==> config.mk <==
export PLATFORM = sky130hd
export DESIGN_NAME = qbvq_fifo
export DESIGN_NICKNAME = d
export VERILOG_FILES = /design/src/sv/qbvq_fifo.sv
export SDC_FILE = /design/constraint.sdc
export NUM_CORES = 1
export LEC_CHECK = 0
export ABC_AREA = 1
export BUFFER_PORTS_ARGS = -buffer_cell sky130_fd_sc_hd__buf_4
export CORE_UTILIZATION = 45
export CTS_BUF_LIST = sky130_fd_sc_hd__clkbuf_4 sky130_fd_sc_hd__clkbuf_8 sky130_fd_sc_hd__clkbuf_16
export DETAILED_ROUTE_END_ITERATION = 6
export GPL_ROUTABILITY_DRIVEN = 0
export PLACE_DENSITY = 0.74
export SLEW_MARGIN = 0
export SYNTH_ARGS = -nofsm -noshare
export SYNTH_HDL_FRONTEND = slang
export SYNTH_SLANG_ARGS = --single-unit
==> constraint.sdc <==
create_clock -name clk -period 1.9 [get_ports clk]
set_input_delay 0.285 -clock clk [delete_from_list [all_inputs] [get_ports clk]]
set_output_delay 0.285 -clock clk [all_outputs]
set_load 0.05 [all_outputs]
==> src/sv/qbvq_fifo.sv <==
// ----------------------------------------------------------------------------
// Small synchronous queue
// Register-based first-in first-out buffer used between the block's stages.
// ----------------------------------------------------------------------------
module qbvq_fifo #(
  parameter int WIDTH = 8,
  parameter int DEPTH = 4
) (
  input  logic             clk,
  input  logic             rst,
  input  logic             wr_en,
  input  logic [WIDTH-1:0] wr_data,
  output logic             full,
  input  logic             rd_en,
  output logic [WIDTH-1:0] rd_data,
  output logic             empty
);

  localparam int PW = (DEPTH > 1) ? $clog2(DEPTH) : 1;

  logic [DEPTH-1:0][WIDTH-1:0] store;
  logic [PW:0] wr_ptr;
  logic [PW:0] rd_ptr;

  assign empty   = (wr_ptr == rd_ptr);
  assign full    = (wr_ptr[PW] != rd_ptr[PW]) && (wr_ptr[PW-1:0] == rd_ptr[PW-1:0]);
  assign rd_data = store[rd_ptr[PW-1:0]];

  always_ff @(posedge clk) begin
    if (rst) begin
      wr_ptr <= '0;
      rd_ptr <= '0;
    end else begin
      if (wr_en && !full) begin
        wr_ptr <= wr_ptr + 1'b1;
      end
      if (rd_en && !empty) begin
        rd_ptr <= rd_ptr + 1'b1;
      end
    end
  end

  always_ff @(posedge clk) begin
    if (wr_en && !full) begin
      store[wr_ptr[PW-1:0]] <= wr_data;
    end
  end

endmodule

# [Word level (Yosys, flattened, before mapping)]
# Index checks and enable logic that the tools add are counted.
[classes] n_mux=5 order_cmp=3 n_eq_ne=3 n_addsub=2 reduce_logical=6
[op_table] op="bitwise mux 32 bit" count=1
[op_table] op="binary-select mux 8 bit (select 2 bit)" count=1
[op_table] op="demux 8 bit (select 2 bit)" count=1
[op_table] op="two-way mux 8 bit" count=2
[op_table] op="adder 3 x 1 -> 3 bit (second input constant)" count=2
[op_table] op="< comparator 2 x 3 -> 1 bit (second input constant)" count=2
[op_table] op="logical AND 1 bit" count=4
[op_table] op="== test 3 bit" count=1
[op_table] op="== test 2 bit" count=1
[op_table] op="greater-or-equal comparator 2 x 1 -> 1 bit (second input constant)" count=1
[op_table] op="zero test 1 bit" count=2
[op_table] op="inequality test 1 bit" count=1
[totals] elab_cells=25 output_inout_bits=10 input_bits=12 register_bits=38

# [Depth between registers and ports, before layout]
[depth] ltp_word=5 mapped_depth=7 depth_no_buf=7

# [Least setup slack after synthesis]
# Ideal clock, no wire load.
[synth_timing] kind="register to output" start="register rd_ptr[0]" end="output port rd_data[0]" stages_incl_launch_ff=5 path_slack_ns=0.130 n_path_buf=2 arrival_time_ns=1.485 required_time_ns=1.615 path_cell_list="dfxtp_1 -> buf_4 -> buf_2 -> nor2_1 -> o22ai_1"
[synth_via] elab_chain_cells=2
[synth_rtl] item="start, declared" line="23" rtl="logic [PW:0] rd_ptr;"
[synth_rtl] item="start signal, assigned" line="38" rtl="rd_ptr <= rd_ptr + 1'b1;"
[synth_rtl] item="binary-select mux 8 bit (select 2 bit)" line="27" rtl="assign rd_data = store[rd_ptr[PW-1:0]];"
[synth_rtl] item="two-way mux 8 bit (not written as such)" line="27"
[synth_rtl] item="end, declared" line="15" rtl="output logic [WIDTH-1:0] rd_data,"
# Every way passes these cells. The select of a mux whose other input is x is not followed.

# [Worst setup path after layout]
[layout_timing] start="register rd_ptr[0]" end="output port rd_data[4]"
# The elaborated chain is that of the path after synthesis.

==> flow_metrics.tcl <==
set metrics [dict create \
    clock_latency_ps 340 \
    syn_area_mm2 0.00163 \
    muxShareOfSynthArea_pct 0 \
    post-dp-hpwl_mm 2.07 \
    yosys.area_share.simple_pct 13.8 \
    cts.sinks 38 \
    whs_path_depth 1 \
    dr_total_vias 1124 \
    cts-root-buf "clkbuf_4" \
    routed_wl_mm 2.94 \
    rsz0062_at_grt "no" \
    die_y_um 62.2 \
    grt_start_max_net_pins 17 \
    antenna_found_initial 0 \
    start_util_pct 47.8 \
    period_share_pct 95.5 \
    vdd_drop_max_uv 444 \
    cp_max_fo 16 \
    cpMostUsedCell "buf_4" \
    grt_overflow 0 \
    fmax_mhz 551 \
    crit_path_end_kind "output port" \
    powerDensity_mw_per_mm2 1000 \
    grtUsageTotal_pct 17.5 \
    cts_buffer_depth 2 \
    synthDistinctLibCells 17 \
    cts_made_buffers 5 \
    core_mm2 0.00342 \
    synth_seq_cells 38 \
    finalSetupViolations 0 \
    layout_commonest_cell "edfxtp_1" \
    leakagePower_nw 0.793 \
    fp.dieArea_mm2 0.00387 \
    synth_xor_area_share_pct 0.997 \
    clk_pin_slew_ps 120 \
    final_cell_mix "edfxtp_1, buf_4, nor2_1, nand2_1" \
    nNetsFinal 196 \
    io_buffers 21 \
    drc 0 \
    start_kind "flop" \
    syn-num-nets 164 \
    synthAdderAreaFrac_pct 3.83 \
    tightestPinTransition_ps 306 \
    syn_avg_cell_area_um2 11.1 \
    die_w_um 62.2 \
    hold_buffers 0 \
    finalMaxSlewViolations 0 \
    slowest_stage "dfxtp_2" \
    hold_viol 0 \
    timing.setup.tns_ps 0 \
    syn_inst 147 \
    run_status "finished clean" \
    wl_per_cell_um 13.0 \
    dr.pass1.iters 4 \
    arrival_ps 1530 \
    tritoncts "done" \
    cpPeakStageDelay_ps 410 \
    period_needed_ps 1810 \
    crit_type "flop to output port" \
    yosysWarningCount 0 \
    viasPerCell 4.97 \
    finalClockSkew_ps 12.5 \
    core.rowCount 21 \
    slew_headroom_pct 79.6 \
    reg2reg_depth 7 \
    cap_violations 0 \
    hp-class "primary input to flop" \
    htree_levels 2 \
    finalPower_mw 1.95 \
    drive_above_1_share_pct 23.9 \
    synth_top_family_by_area "simple AND/OR/NAND/NOR gates" \
    drtIter0Drc 53 \
    cp_cell_sequence "inv_1, buf_4, o21ai_0, o22ai_1, buf_4" \
    grt_pass1_wl_mm 5.11 \
    synth_compound_area_share_pct 9.82 \
    synth-seq-area-share_pct 66.3 \
    ios 22 \
    ant_nets 0 \
    first_global_vias 1092 \
    required_ps 1620 \
    diodes 0 \
    syn2layout_area_growth_pct 19.6 \
]
## report_power, final
group	internal [mW]	switching, mW	total (mW)
Combinational	0.182	0.383	0.565
Sequential	0.951	0.0363	0.988
Clock	0.138	0.264	0.401
Total	1.27	0.683	1.95
## cell usage after synthesis
| cell type | number | area share (%) |
|---|---|---|
| a21oi_1 | 6 | 1.8 |
| dfxtp_1 | 6 | 7.4 |
| nand2_2 | 1 | 0.38 |
| inv_1 | 17 | 3.9 |
| xnor2_2 | 1 | 1.0 |
| o22ai_1 | 8 | 3.1 |
| o21ai_0 | 16 | 4.9 |
| ha_1 | 5 | 3.8 |
| nand2_1 | 18 | 4.1 |
| buf_4 | 1 | 0.46 |
| buf_2 | 2 | 0.61 |
| clkbuf_2 | 1 | 0.31 |
| nand3_2 | 1 | 0.61 |
| edfxtp_1 | 32 | 59 |
| nand3_1 | 6 | 1.8 |
| nor2_1 | 25 | 5.8 |
| nand3_4 | 1 | 1.1 |
## stage by stage
step | worst slack (ps) | utilization (%) | hold WS (ps) | cell area [µm²] | cells
after floorplan | 130 | - | 384 | 1630 | 147
after CTS | 15.2 | 56.8 | 137 | 1940 | 226
after detailed placement | 332 | 55.2 | 494 | 1880 | 218
after global placement | 421 | 55.2 | 491 | 1880 | 218
after global routing | 11.6 | 57.1 | 119 | 1950 | 226
final | 85.8 | 57.1 | 140 | 1950 | 226
## registers in the layout, indices dropped and copies added, names as in the netlist
name    count
store      32
rd_ptr      3
wr_ptr      3
## what timing repair did
action                                  4_1_cts  5_1_grt
setup buffers                                 0        0
resized for setup                             1        4
pin swaps                                     0        0
endpoints found under the setup margin        2        8
## layout make-up
type,count,area (µm²)
Timing Repair Buffer,29,221
Clock inverter,3,16.3
Inverter,17,67.6
Clock buffer,5,37.5
Fill cell,302,1470
Tap cell,46,57.6
Sequential cell,38,1090
Multi-Input combinational cell,88,464
## logic make-up (layout without fill, tap and decap cells)
family | count (synthesis) | count (layout)
AO/OA/AOI/OAI | 30 | 30
XOR/XNOR | 1 | 1
adder cells (fa/ha/maj) | 5 | 5
buffers and inverters | 21 | 54
flip-flops | 38 | 38
AND/OR/NAND/NOR | 52 | 52
## critical path: cells and delay by family, from the launching register on
| kind | cells | cell delay, ps |
|---|---|---|
| flops | 1 | 410 |
| compound gates | 2 | 320 |
| buf+inv | 3 | 460 |
## per-layer routing
| metal | vias up | routed length (µm) | track usage [%] |
|---|---|---|---|
| met1 | 526 | 1300 | 21.2 |
| met3 | 5 | 113 | 4.96 |
| met5 | - | 0 | 0 |
| met2 | 23 | 1490 | 29.3 |
| met4 | 0 | 38 | 6.98 |
| li1 | 570 | - | - |
## path summary, 6_finish.rpt
path / start / endpoint / slack, ps
setup reg to reg: wr_ptr[0]$_SDFFE_PP0P_ / store[0]$_DFFE_PP_ / 320
hold reg to reg: rd_ptr[2]$_SDFFE_PP0P_ / rd_ptr[2]$_SDFFE_PP0P_ / 560
setup / recovery: rd_ptr[0]$_SDFFE_PP0P_ / rd_data[4] / 90
hold / removal: wr_data[5] / store[21]$_DFFE_PP_ / 140
No activity file was read; power rests on OpenSTA's default activity.
