===== config.mk =====
export PLATFORM = sky130hd
export DESIGN_NAME = qbvq_front
export DESIGN_NICKNAME = d
export VERILOG_FILES = /design/src/sv/qbvq_pkg.sv /design/src/sv/qbvq_front.sv
export SDC_FILE = /design/constraint.sdc
export NUM_CORES = 2
export LEC_CHECK = 0
export BUFFER_PORTS_ARGS = -buffer_cell sky130_fd_sc_hd__buf_2
export CAP_MARGIN = 20
export CORE_MARGIN = 4
export CORE_UTILIZATION = 55
export CTS_CLUSTER_DIAMETER = 80
export DETAILED_ROUTE_END_ITERATION = 6
export PLACE_DENSITY_LB_ADDON = 0.3
export SLEW_MARGIN = 20
export SYNTH_ARGS = -nofsm -noshare
export SYNTH_HDL_FRONTEND = slang
export SYNTH_SLANG_ARGS = --single-unit

===== constraint.sdc =====
create_clock -name clk -period 15.6 [get_ports clk]
set_input_delay 1.56 -clock clk [delete_from_list [all_inputs] [get_ports clk]]
set_output_delay 1.56 -clock clk [all_outputs]
set_load 0.1 [all_outputs]

===== src/sv/qbvq_pkg.sv =====
// ----------------------------------------------------------------------------
// Quantized BV tree box query package
// Shared types, register indexes and constants for the box query core.
// ----------------------------------------------------------------------------
package qbvq_pkg;

  localparam int NODES_DEF    = 1024;
  localparam int MAX_HITS_DEF = 64;
  localparam int CMD_DEPTH    = 4;
  localparam int RES_DEPTH    = 4;

  localparam logic REQ_LOAD  = 1'b0;
  localparam logic REQ_QUERY = 1'b1;

  localparam logic [2:0] REG_TILE_MIN_X  = 3'd0;
  localparam logic [2:0] REG_TILE_MIN_Y  = 3'd1;
  localparam logic [2:0] REG_TILE_MIN_Z  = 3'd2;
  localparam logic [2:0] REG_TILE_MAX_X  = 3'd3;
  localparam logic [2:0] REG_TILE_MAX_Y  = 3'd4;
  localparam logic [2:0] REG_TILE_MAX_Z  = 3'd5;
  localparam logic [2:0] REG_QUANT_SCALE = 3'd6;
  localparam logic [2:0] REG_NODE_COUNT  = 3'd7;

  localparam logic [31:0] QUANT_SCALE_RST = 32'h0001_0000;
  localparam logic [15:0] QMIN_MASK       = 16'hfffe;
  localparam logic [15:0] QBOUND_SAT      = 16'hffff;

  typedef logic [2:0][31:0] axis_word_t;

  typedef struct packed {
    logic [47:0] min_b;
    logic [47:0] max_b;
    logic [16:0] value;
  } node_t;

  typedef struct packed {
    logic       is_query;
    logic [9:0] idx;
    node_t      node;
  } cmd_t;

  typedef struct packed {
    logic [15:0] poly_index;
    logic        hit_valid;
    logic        last;
    logic [6:0]  hit_count;
  } res_t;

  typedef enum logic [1:0] {
    F_IDLE,
    F_QUANT,
    F_PUSH
  } front_state_t;

  typedef enum logic [1:0] {
    PH_CLAMP,
    PH_MUL_LO,
    PH_MUL_HI,
    PH_SAT
  } quant_phase_t;

  typedef enum logic [1:0] {
    W_IDLE,
    W_WALK,
    W_FLUSH
  } walk_state_t;

endpackage


===== src/sv/qbvq_front.sv =====
// ----------------------------------------------------------------------------
// Box query front end
// Accepts input items, forwards node loads and quantizes query boxes with
// one shared multiplier before queueing them for the tree walker.
// ----------------------------------------------------------------------------
module qbvq_front (
  input  logic                  clk,
  input  logic                  rst,
  input  logic                  push,
  output logic                  full,
  input  logic                  req_type,
  input  logic [9:0]            node_index,
  input  logic signed [31:0]    box_min_x,
  input  logic signed [31:0]    box_min_y,
  input  logic signed [31:0]    box_min_z,
  input  logic signed [31:0]    box_max_x,
  input  logic signed [31:0]    box_max_y,
  input  logic signed [31:0]    box_max_z,
  input  logic signed [16:0]    node_value,
  input  qbvq_pkg::axis_word_t  tile_min,
  input  qbvq_pkg::axis_word_t  tile_max,
  input  logic [31:0]           quant_scale,
  output logic                  cmd_push,
  output qbvq_pkg::cmd_t        cmd,
  input  logic                  cmd_full
);

  import qbvq_pkg::*;

  front_state_t         state;
  front_state_t         state_next;
  quant_phase_t         phase;
  logic [5:0][31:0]     box;
  logic [5:0][15:0]     qb;
  logic [2:0]           k;
  logic [32:0]          d_reg;
  logic                 d_pos;
  logic [48:0]          prod;
  logic [49:0]          sum;
  logic                 accept;
  logic                 start;
  logic [1:0]           axis;
  logic                 is_min;
  logic signed [31:0]   q;
  logic signed [31:0]   lo;
  logic signed [31:0]   hi;
  logic signed [31:0]   c;
  logic signed [33:0]   d_full;
  logic [15:0]          mul_b;
  logic [48:0]          mul;
  logic [15:0]          f;
  logic [15:0]          f_inc;
  logic [15:0]          qb_new;

  assign accept = push && !full;
  assign start  = accept && (req_type == REQ_QUERY);

  assign axis   = (k >= 3'd3) ? 2'(k - 3'd3) : k[1:0];
  assign is_min = (k < 3'd3);
  assign q      = $signed(box[k]);
  assign lo     = $signed(tile_min[axis]);
  assign hi     = $signed(tile_max[axis]);
  assign c      = (q < lo) ? lo : ((q > hi) ? hi : q);
  assign d_full = 34'(c) - 34'(lo);

  assign mul_b  = (phase == PH_MUL_LO) ? quant_scale[15:0] : quant_scale[31:16];
  assign mul    = d_reg * mul_b;

  assign f      = (sum[49:24] != '0) ? QBOUND_SAT : sum[23:8];
  assign f_inc  = (f == QBOUND_SAT) ? QBOUND_SAT : f + 16'd1;
  assign qb_new = is_min ? (d_pos ? (f & QMIN_MASK) : 16'd0)
                         : (d_pos ? (f_inc | 16'd1) : 16'd1);

  always_ff @(posedge clk) begin
    if (rst) begin
      state <= F_IDLE;
      phase <= PH_CLAMP;
      k     <= '0;
    end else begin
      state <= state_next;
      if (start) begin
        phase <= PH_CLAMP;
        k     <= '0;
      end else if (state == F_QUANT) begin
        case (phase)
          PH_CLAMP:  phase <= PH_MUL_LO;
          PH_MUL_LO: phase <= PH_MUL_HI;
          PH_MUL_HI: phase <= PH_SAT;
          PH_SAT: begin
            phase <= PH_CLAMP;
            k     <= k + 3'd1;
          end
          default: phase <= PH_CLAMP;
        endcase
      end
    end
  end

  always_ff @(posedge clk) begin
    if (start) begin
      box <= {box_max_z, box_max_y, box_max_x, box_min_z, box_min_y, box_min_x};
    end
    if (state == F_QUANT) begin
      case (phase)
        PH_CLAMP: begin
          d_reg <= d_full[32:0];
          d_pos <= !d_full[33] && (d_full != '0);
        end
        PH_MUL_LO: prod <= mul;
        PH_MUL_HI: sum <= 50'(mul) + 50'(prod[48:16]);
        PH_SAT:    qb[k] <= qb_new;
        default: ;
      endcase
    end
  end

  always_comb begin
    state_next = state;
    full       = (state != F_IDLE) || cmd_full;
    cmd_push   = 1'b0;
    cmd        = '0;
    case (state)
      F_IDLE: begin
        cmd.is_query     = REQ_LOAD;
        cmd.idx          = node_index;
        cmd.node.min_b   = {box_min_z[15:0], box_min_y[15:0], box_min_x[15:0]};
        cmd.node.max_b   = {box_max_z[15:0], box_max_y[15:0], box_max_x[15:0]};
        cmd.node.value   = node_value;
        if (accept) begin
          if (req_type == REQ_QUERY) begin
            state_next = F_QUANT;
          end else begin
            cmd_push = 1'b1;
          end
        end
      end
      F_QUANT: begin
        if (phase == PH_SAT && k == 3'd5) begin
          state_next = F_PUSH;
        end
      end
      F_PUSH: begin
        cmd.is_query   = REQ_QUERY;
        cmd.node.min_b = {qb[2], qb[1], qb[0]};
        cmd.node.max_b = {qb[5], qb[4], qb[3]};
        if (!cmd_full) begin
          cmd_push   = 1'b1;
          state_next = F_IDLE;
        end
      end
      default: state_next = F_IDLE;
    endcase
  end

endmodule


# Word level (Yosys, flattened, before mapping)
# Cells that the tools add are included.
[totals] regBits=428 latchBits=0 mem_bits_rw=0 romBits=0 in_bits=448 output_inout_bits=126 elab_cells=94 n_memories=0
[op_classes] add_sub_neg=5 multipliers=1 div=0 n_lt_le_gt_ge=7 n_eq_ne=11 n_shift=0 mux=32 n_bitwise=0 n_reduce_logical=19
[op_table] op="96-bit one-hot mux with 2 select lines" n=1
[op_table] op="32-bit two-way mux" n=5
[op_table] op="32-bit binary-select mux with 2-bit select" n=2
[op_table] op="16-bit two-way mux" n=7
[op_table] op="32-bit binary-select mux with 3-bit select" n=1
[op_table] op="96-bit bitwise mux" n=1
[op_table] op="49-bit by 33-bit adder with 50-bit output" n=1
[op_table] op="33-bit by 16-bit multiplier with 49-bit output" n=1
[op_table] op="16-bit demux with 3-bit select" n=1
[op_table] op="34-bit nonzero test" n=1
[op_table] op="32-bit by 32-bit subtractor with 33-bit output" n=1
[op_table] op="32-bit greater-than comparator" n=1
[op_table] op="32-bit < comparator" n=1
[op_table] op="26-bit nonzero test" n=1
[op_table] op="17-bit two-way mux" n=1
[op_table] op="16-bit by 1-bit adder with 16-bit output, second input constant" n=1
[op_table] op="16-bit equality test, second input constant" n=1
[op_table] op="10-bit two-way mux" n=1
[op_table] op="2-bit two-way mux" n=5
[op_table] op="2-bit one-hot mux with 4 select lines" n=1
[op_table] op="2-bit AND reduction" n=4
[op_table] op="2-bit equality test, second input constant" n=3
[op_table] op="2-bit != test, second input constant" n=3
[op_table] op="2-bit one-hot mux with 3 select lines" n=1
[op_table] op="other kinds (19)" n=29

# Logic depth before layout (Yosys ltp)
[logic_depth] word_depth=10 ltp_mapped=43 ltp_nobuf=38

# Least setup slack after synthesis
# No wires, ideal clock.
[synth_path] path_type="input -> register" start="input port cmd_full" end="register k[1]" setup_ps=131 arrival_time_ps=11233 required_ps=15469 setup_slack_ps=4236 path_stages=4 n_path_buf=0 path_cell_list="or3_1 nor2_1 or2_1 a211oi_1"
[synth_via] elab_chain_len=5
[synth_lines] element="from (decl)" line_no="qbvq_front.sv:25" source="input logic cmd_full"
[synth_lines] element="1-bit logical OR" line_no="qbvq_front.sv:119" source="full = (state != F_IDLE) || cmd_full;"
[synth_lines] element="1-bit logical NOT" line_no="qbvq_front.sv:55" source="assign accept = push && !full;"
[synth_lines] element="1-bit logical AND" line_no="qbvq_front.sv:55"
[synth_lines] element="1-bit logical AND" line_no="qbvq_front.sv:56" source="assign start = accept && (req_type == REQ_QUERY);"
[synth_lines] element="net start" line_no="qbvq_front.sv:41" source="logic start;"
[synth_lines] element="2-bit OR reduction (no source line)"
[synth_lines] element="to (signal assigned)" line_no="qbvq_front.sv:91" source="k <= k + 3'd1;"
[synth_lines] element="to (decl)" line_no="qbvq_front.sv:35" source="logic [2:0] k;"
# The timed path passes the listed nets, and every way through them passes these cells.
# A chain may end at the register's enable or synchronous reset.

# Worst setup path after layout
[layout_path] start="register k[0]" end="register d_pos (data pin)"
[layout_via] elab_chain_len=10 elab_cells_between_ends=17 classes_between="2 x add/sub; 3 x order compare; 9 x mux; 3 x reduce/logical"
[layout_lines] element="3-bit by 2-bit greater-or-equal comparator with 1-bit output or 2-bit subtractor (tied branches)" line_no="qbvq_front.sv:58" source="assign axis = (k >= 3'd3) ? 2'(k - 3'd3) : k[1:0];"
[layout_lines] element="2-bit two-way mux" line_no="qbvq_front.sv:58"
[layout_lines] element="32-bit binary-select mux with 2-bit select" line_no="qbvq_front.sv:62" source="assign hi = $signed(tile_max[axis]);"
[layout_lines] element="32-bit two-way mux (not written as such)" line_no="qbvq_front.sv:62"
[layout_lines] element="32-bit greater-than comparator" line_no="qbvq_front.sv:63" source="assign c = (q < lo) ? lo : ((q > hi) ? hi : q);"
[layout_lines] element="32-bit two-way mux (2 in a row)" line_no="qbvq_front.sv:63"
[layout_lines] element="32-bit by 32-bit subtractor with 33-bit output *" line_no="qbvq_front.sv:64" source="assign d_full = 34'(c) - 34'(lo);"
[layout_lines] element="net d_full[6]" line_no="qbvq_front.sv:48" source="logic signed [33:0] d_full;"
[layout_lines] element="34-bit nonzero test *" line_no="qbvq_front.sv:107" source="d_pos <= !d_full[33] && (d_full != '0);"
[layout_lines] element="1-bit logical AND *" line_no="qbvq_front.sv:107"
[layout_lines] element="to (signal assigned)" line_no="qbvq_front.sv:107"
[layout_lines] element="to (decl)" line_no="qbvq_front.sv:37" source="logic d_pos;"
# Mark *: on every way through the listed nets, which the timed path passes. The rest lies on a longest branch. The select of a mux whose other input is x is not followed.

==> flow_summary.yaml <==
hold_path:
  whs_path_depth: 2
  hold_path.startpoint: "phase[0]$_SDFFE_PP0P_"
  hold_path.class: "flip-flop to flip-flop"
yosys:
  synthAdderAreaFrac_pct: 29.83
  synth-edff-count: 397
  ys_types: 81
  syn-num-nets: 5130
  synth_area_leaders: "edfxtp_1, fa_1, ha_1"
  yosys-mux-area-fraction_pct: 7.176
  avgSynthCellArea_um2: 9.980
  ys_warn_count: 0
  ys.flop_type: "edfxtp_1"
  synth_top_cell_by_area: "edfxtp_1"
  syn-cell-area_um2: 39840
  yosysTopAreaCellShare_pct: 29.92
  synth_xor_area_share_pct: 2.654
  yosysSeqAreaShare_pct: 30.27
  synth_top_family_by_area: "adder cells"
  synth_simple_gate_area_share_pct: 13.91
  ys_async_sr_fraction_pct: 0
  synth_compound_area_share_pct: 9.157
  ys_seq_elements: 404
  synth_cells: 3992
routing:
  routed.top_layer: "met5"
  avgViaCountPerCell: 5.791
  dr_wl_met2_mm: 56.24
  drtIter0Drc: 2689
  ant_nets: 0
  drc: 0
  wl_mm: 118.4
  post_drt_wl_per_cell_um: 21.82
  vias: 31442
  met1_length_mm: 47.23
  wl_met3_mm: 11.32
  first_pass_iters: 6
clocking:
  cts_hold_buf: 0
  htree_levels: 2
  root_buffer: "clkbuf_16"
  clock_latency_ns: 0.60
  cts-resized-gates: 0
  cts_tree: "done"
  clk_pin_slew_ns: 0.06
  numCtsBuffers: 43
  numClockSinks: 404
  post_cts_buffers: 0
  cts_buffer_depth: 3
sta:
  rsz0062_at_grt: "no"
  max_freq_ghz: 0.09522
  tightest_slew_ns: 1.175
  fin_ws_ns: 5.098
  setup_viol: 0
  hold_violations: 0
  timing.setup.tns_ns: 0
  timing.final.crit_share_pct: 67.32
  period_needed_ns: 10.50
  drv_slew: 0
  finalClockSkew_ns: 0.04052
  slew_headroom_pct: 21.67
setup_path:
  cp_max_fo: 47
  path_class: "flip-flop to flip-flop"
  r2r_cells: 35
  ff2ff_setup_slack_ns: 5.10
  cpMaxStageDelayCell: "mux2_2"
  startpoint_type: "flip-flop"
  cpMostUsedCell: "ha_1"
  required_ns: 15.91
  slowest_delay_ns: 0.91
  r2r-start: "k[0]$_SDFFE_PP0P_"
  end_kind: "flip-flop"
  crit_start: "k[0]$_SDFFE_PP0P_"
  cp.arrival_ns: 10.81
place:
  place.gp.congestion: 0.9382
  io_buffers: 573
  post-place-ws_ns: 4.842
  dpl.hpwl_mm: 92.16
final_layout:
  reg_top3: "box (192), qb (96), sum (42)"
  num-fill-cells: 5908
  largest-register: "box"
  area_growth_pct: 12.48
  drive_above_1_share_pct: 16.88
  layout_commonest_cell: "buf_2"
  final_nets: 5575
  largest_reg_flops: 192
  multi_input_area_um2: 25060
  layout_common_cells: "buf_2, inv_1, nand2_1"
  regArea_um2: 12080
grt:
  grt.total_usage_pct: 30.51
  grt.overflow.total: 0
  grt_max_degree: 195
  antenna_found_initial: 13
  grt_first_pass_wirelength_mm: 183.9
  grt_pass1_vias: 31926
die:
  die_x_um: 277.1
  core_um2: 71610
  die-area_um2: 76810
  io_pins: 574
  initial_core_util_pct: 55.64
  die_h_um: 277.1
  std_cell_rows: 98
outcome:
  status: "complete, no violations"
job:
  cap_violations: 0
## through the flow
step                hold WS [ns]  instance area, um2  utilization (%)  cells
CTS                       0.5450               44780            62.53   5417
floorplan                 0.5106               39840                -   3992
detailed placement        0.5382               43420            60.64   5342
finish                    0.5468               44810            62.58   5429
global route              0.6097               44800            62.57   5425
global placement          0.5289               43420            60.64   5342
## synth_stat cells (8+ instances only)
cell	n
buf_1	22
xor2_1	35
nor4_1	15
mux2_2	51
and2_1	223
or4_1	8
xnor2_1	77
nor2_1	219
a21oi_1	251
a31oi_1	10
nand3_1	30
o21bai_1	8
ha_1	257
edfxtp_1	397
a221oi_1	36
a21o_1	61
o21a_1	26
fa_1	433
inv_1	539
mux2i_1	226
buf_2	14
nand2_1	528
nand4_1	42
nor3_1	28
and3_1	24
o211ai_1	13
o21ai_0	97
clkbuf_1	162
nor2b_1	23
a211oi_1	13
nand2b_1	11
## critical path, delay by kind of cell, from the launching register on
family                   cells  cell delay (ns)
buffers and inverters        3             0.98
XOR/XNOR                     1             0.11
adder cells (fa/ha/maj)      5             1.42
AO/OA/AOI/OAI                9             1.60
flip-flops                   1             0.53
AND/OR/NAND/NOR             13             3.75
multiplexers                 4             1.77
## per-layer routing
| metal | vias to the layer above | global-route usage, % |
|---|---|---|
| met2 | 1611 | 50.27 |
| met3 | 227 | 5.952 |
| met4 | 6 | 8.726 |
| met5 | - | 0 |
| li1 | 14222 | - |
| met1 | 15376 | 41.54 |
## path summary, 6_finish.rpt
path | end
worst max-delay path | d_pos$_DFFE_PP_
worst min-delay path | phase[0]$_SDFFE_PP0P_
worst max register to register | d_pos$_DFFE_PP_
worst min register to register | phase[0]$_SDFFE_PP0P_
## cell families after synthesis
kind of cell / Yosys count
multiplexers: 278
adder cells (fa/ha/maj): 690
AND/OR/NAND/NOR: 1184
AO/OA/AOI/OAI: 582
flip-flops: 404
XOR/XNOR: 116
buffers and inverters: 738
## layout make-up
class / count / share of cell area (%)
Sequential cell: 404 / 26.95
Timing Repair Buffer: 599 / 6.863
Inverter: 539 / 4.515
Clock inverter: 26 / 0.5807
Tap cell: 950 / 2.652
Multi-Input combinational cell: 2850 / 55.92
Clock buffer: 49 / 2.451
Antenna cell: 12 / 0.06701
Power is not shown: default switching activity piles up to over one toggle a cycle in this logic, so the estimate is an artifact.
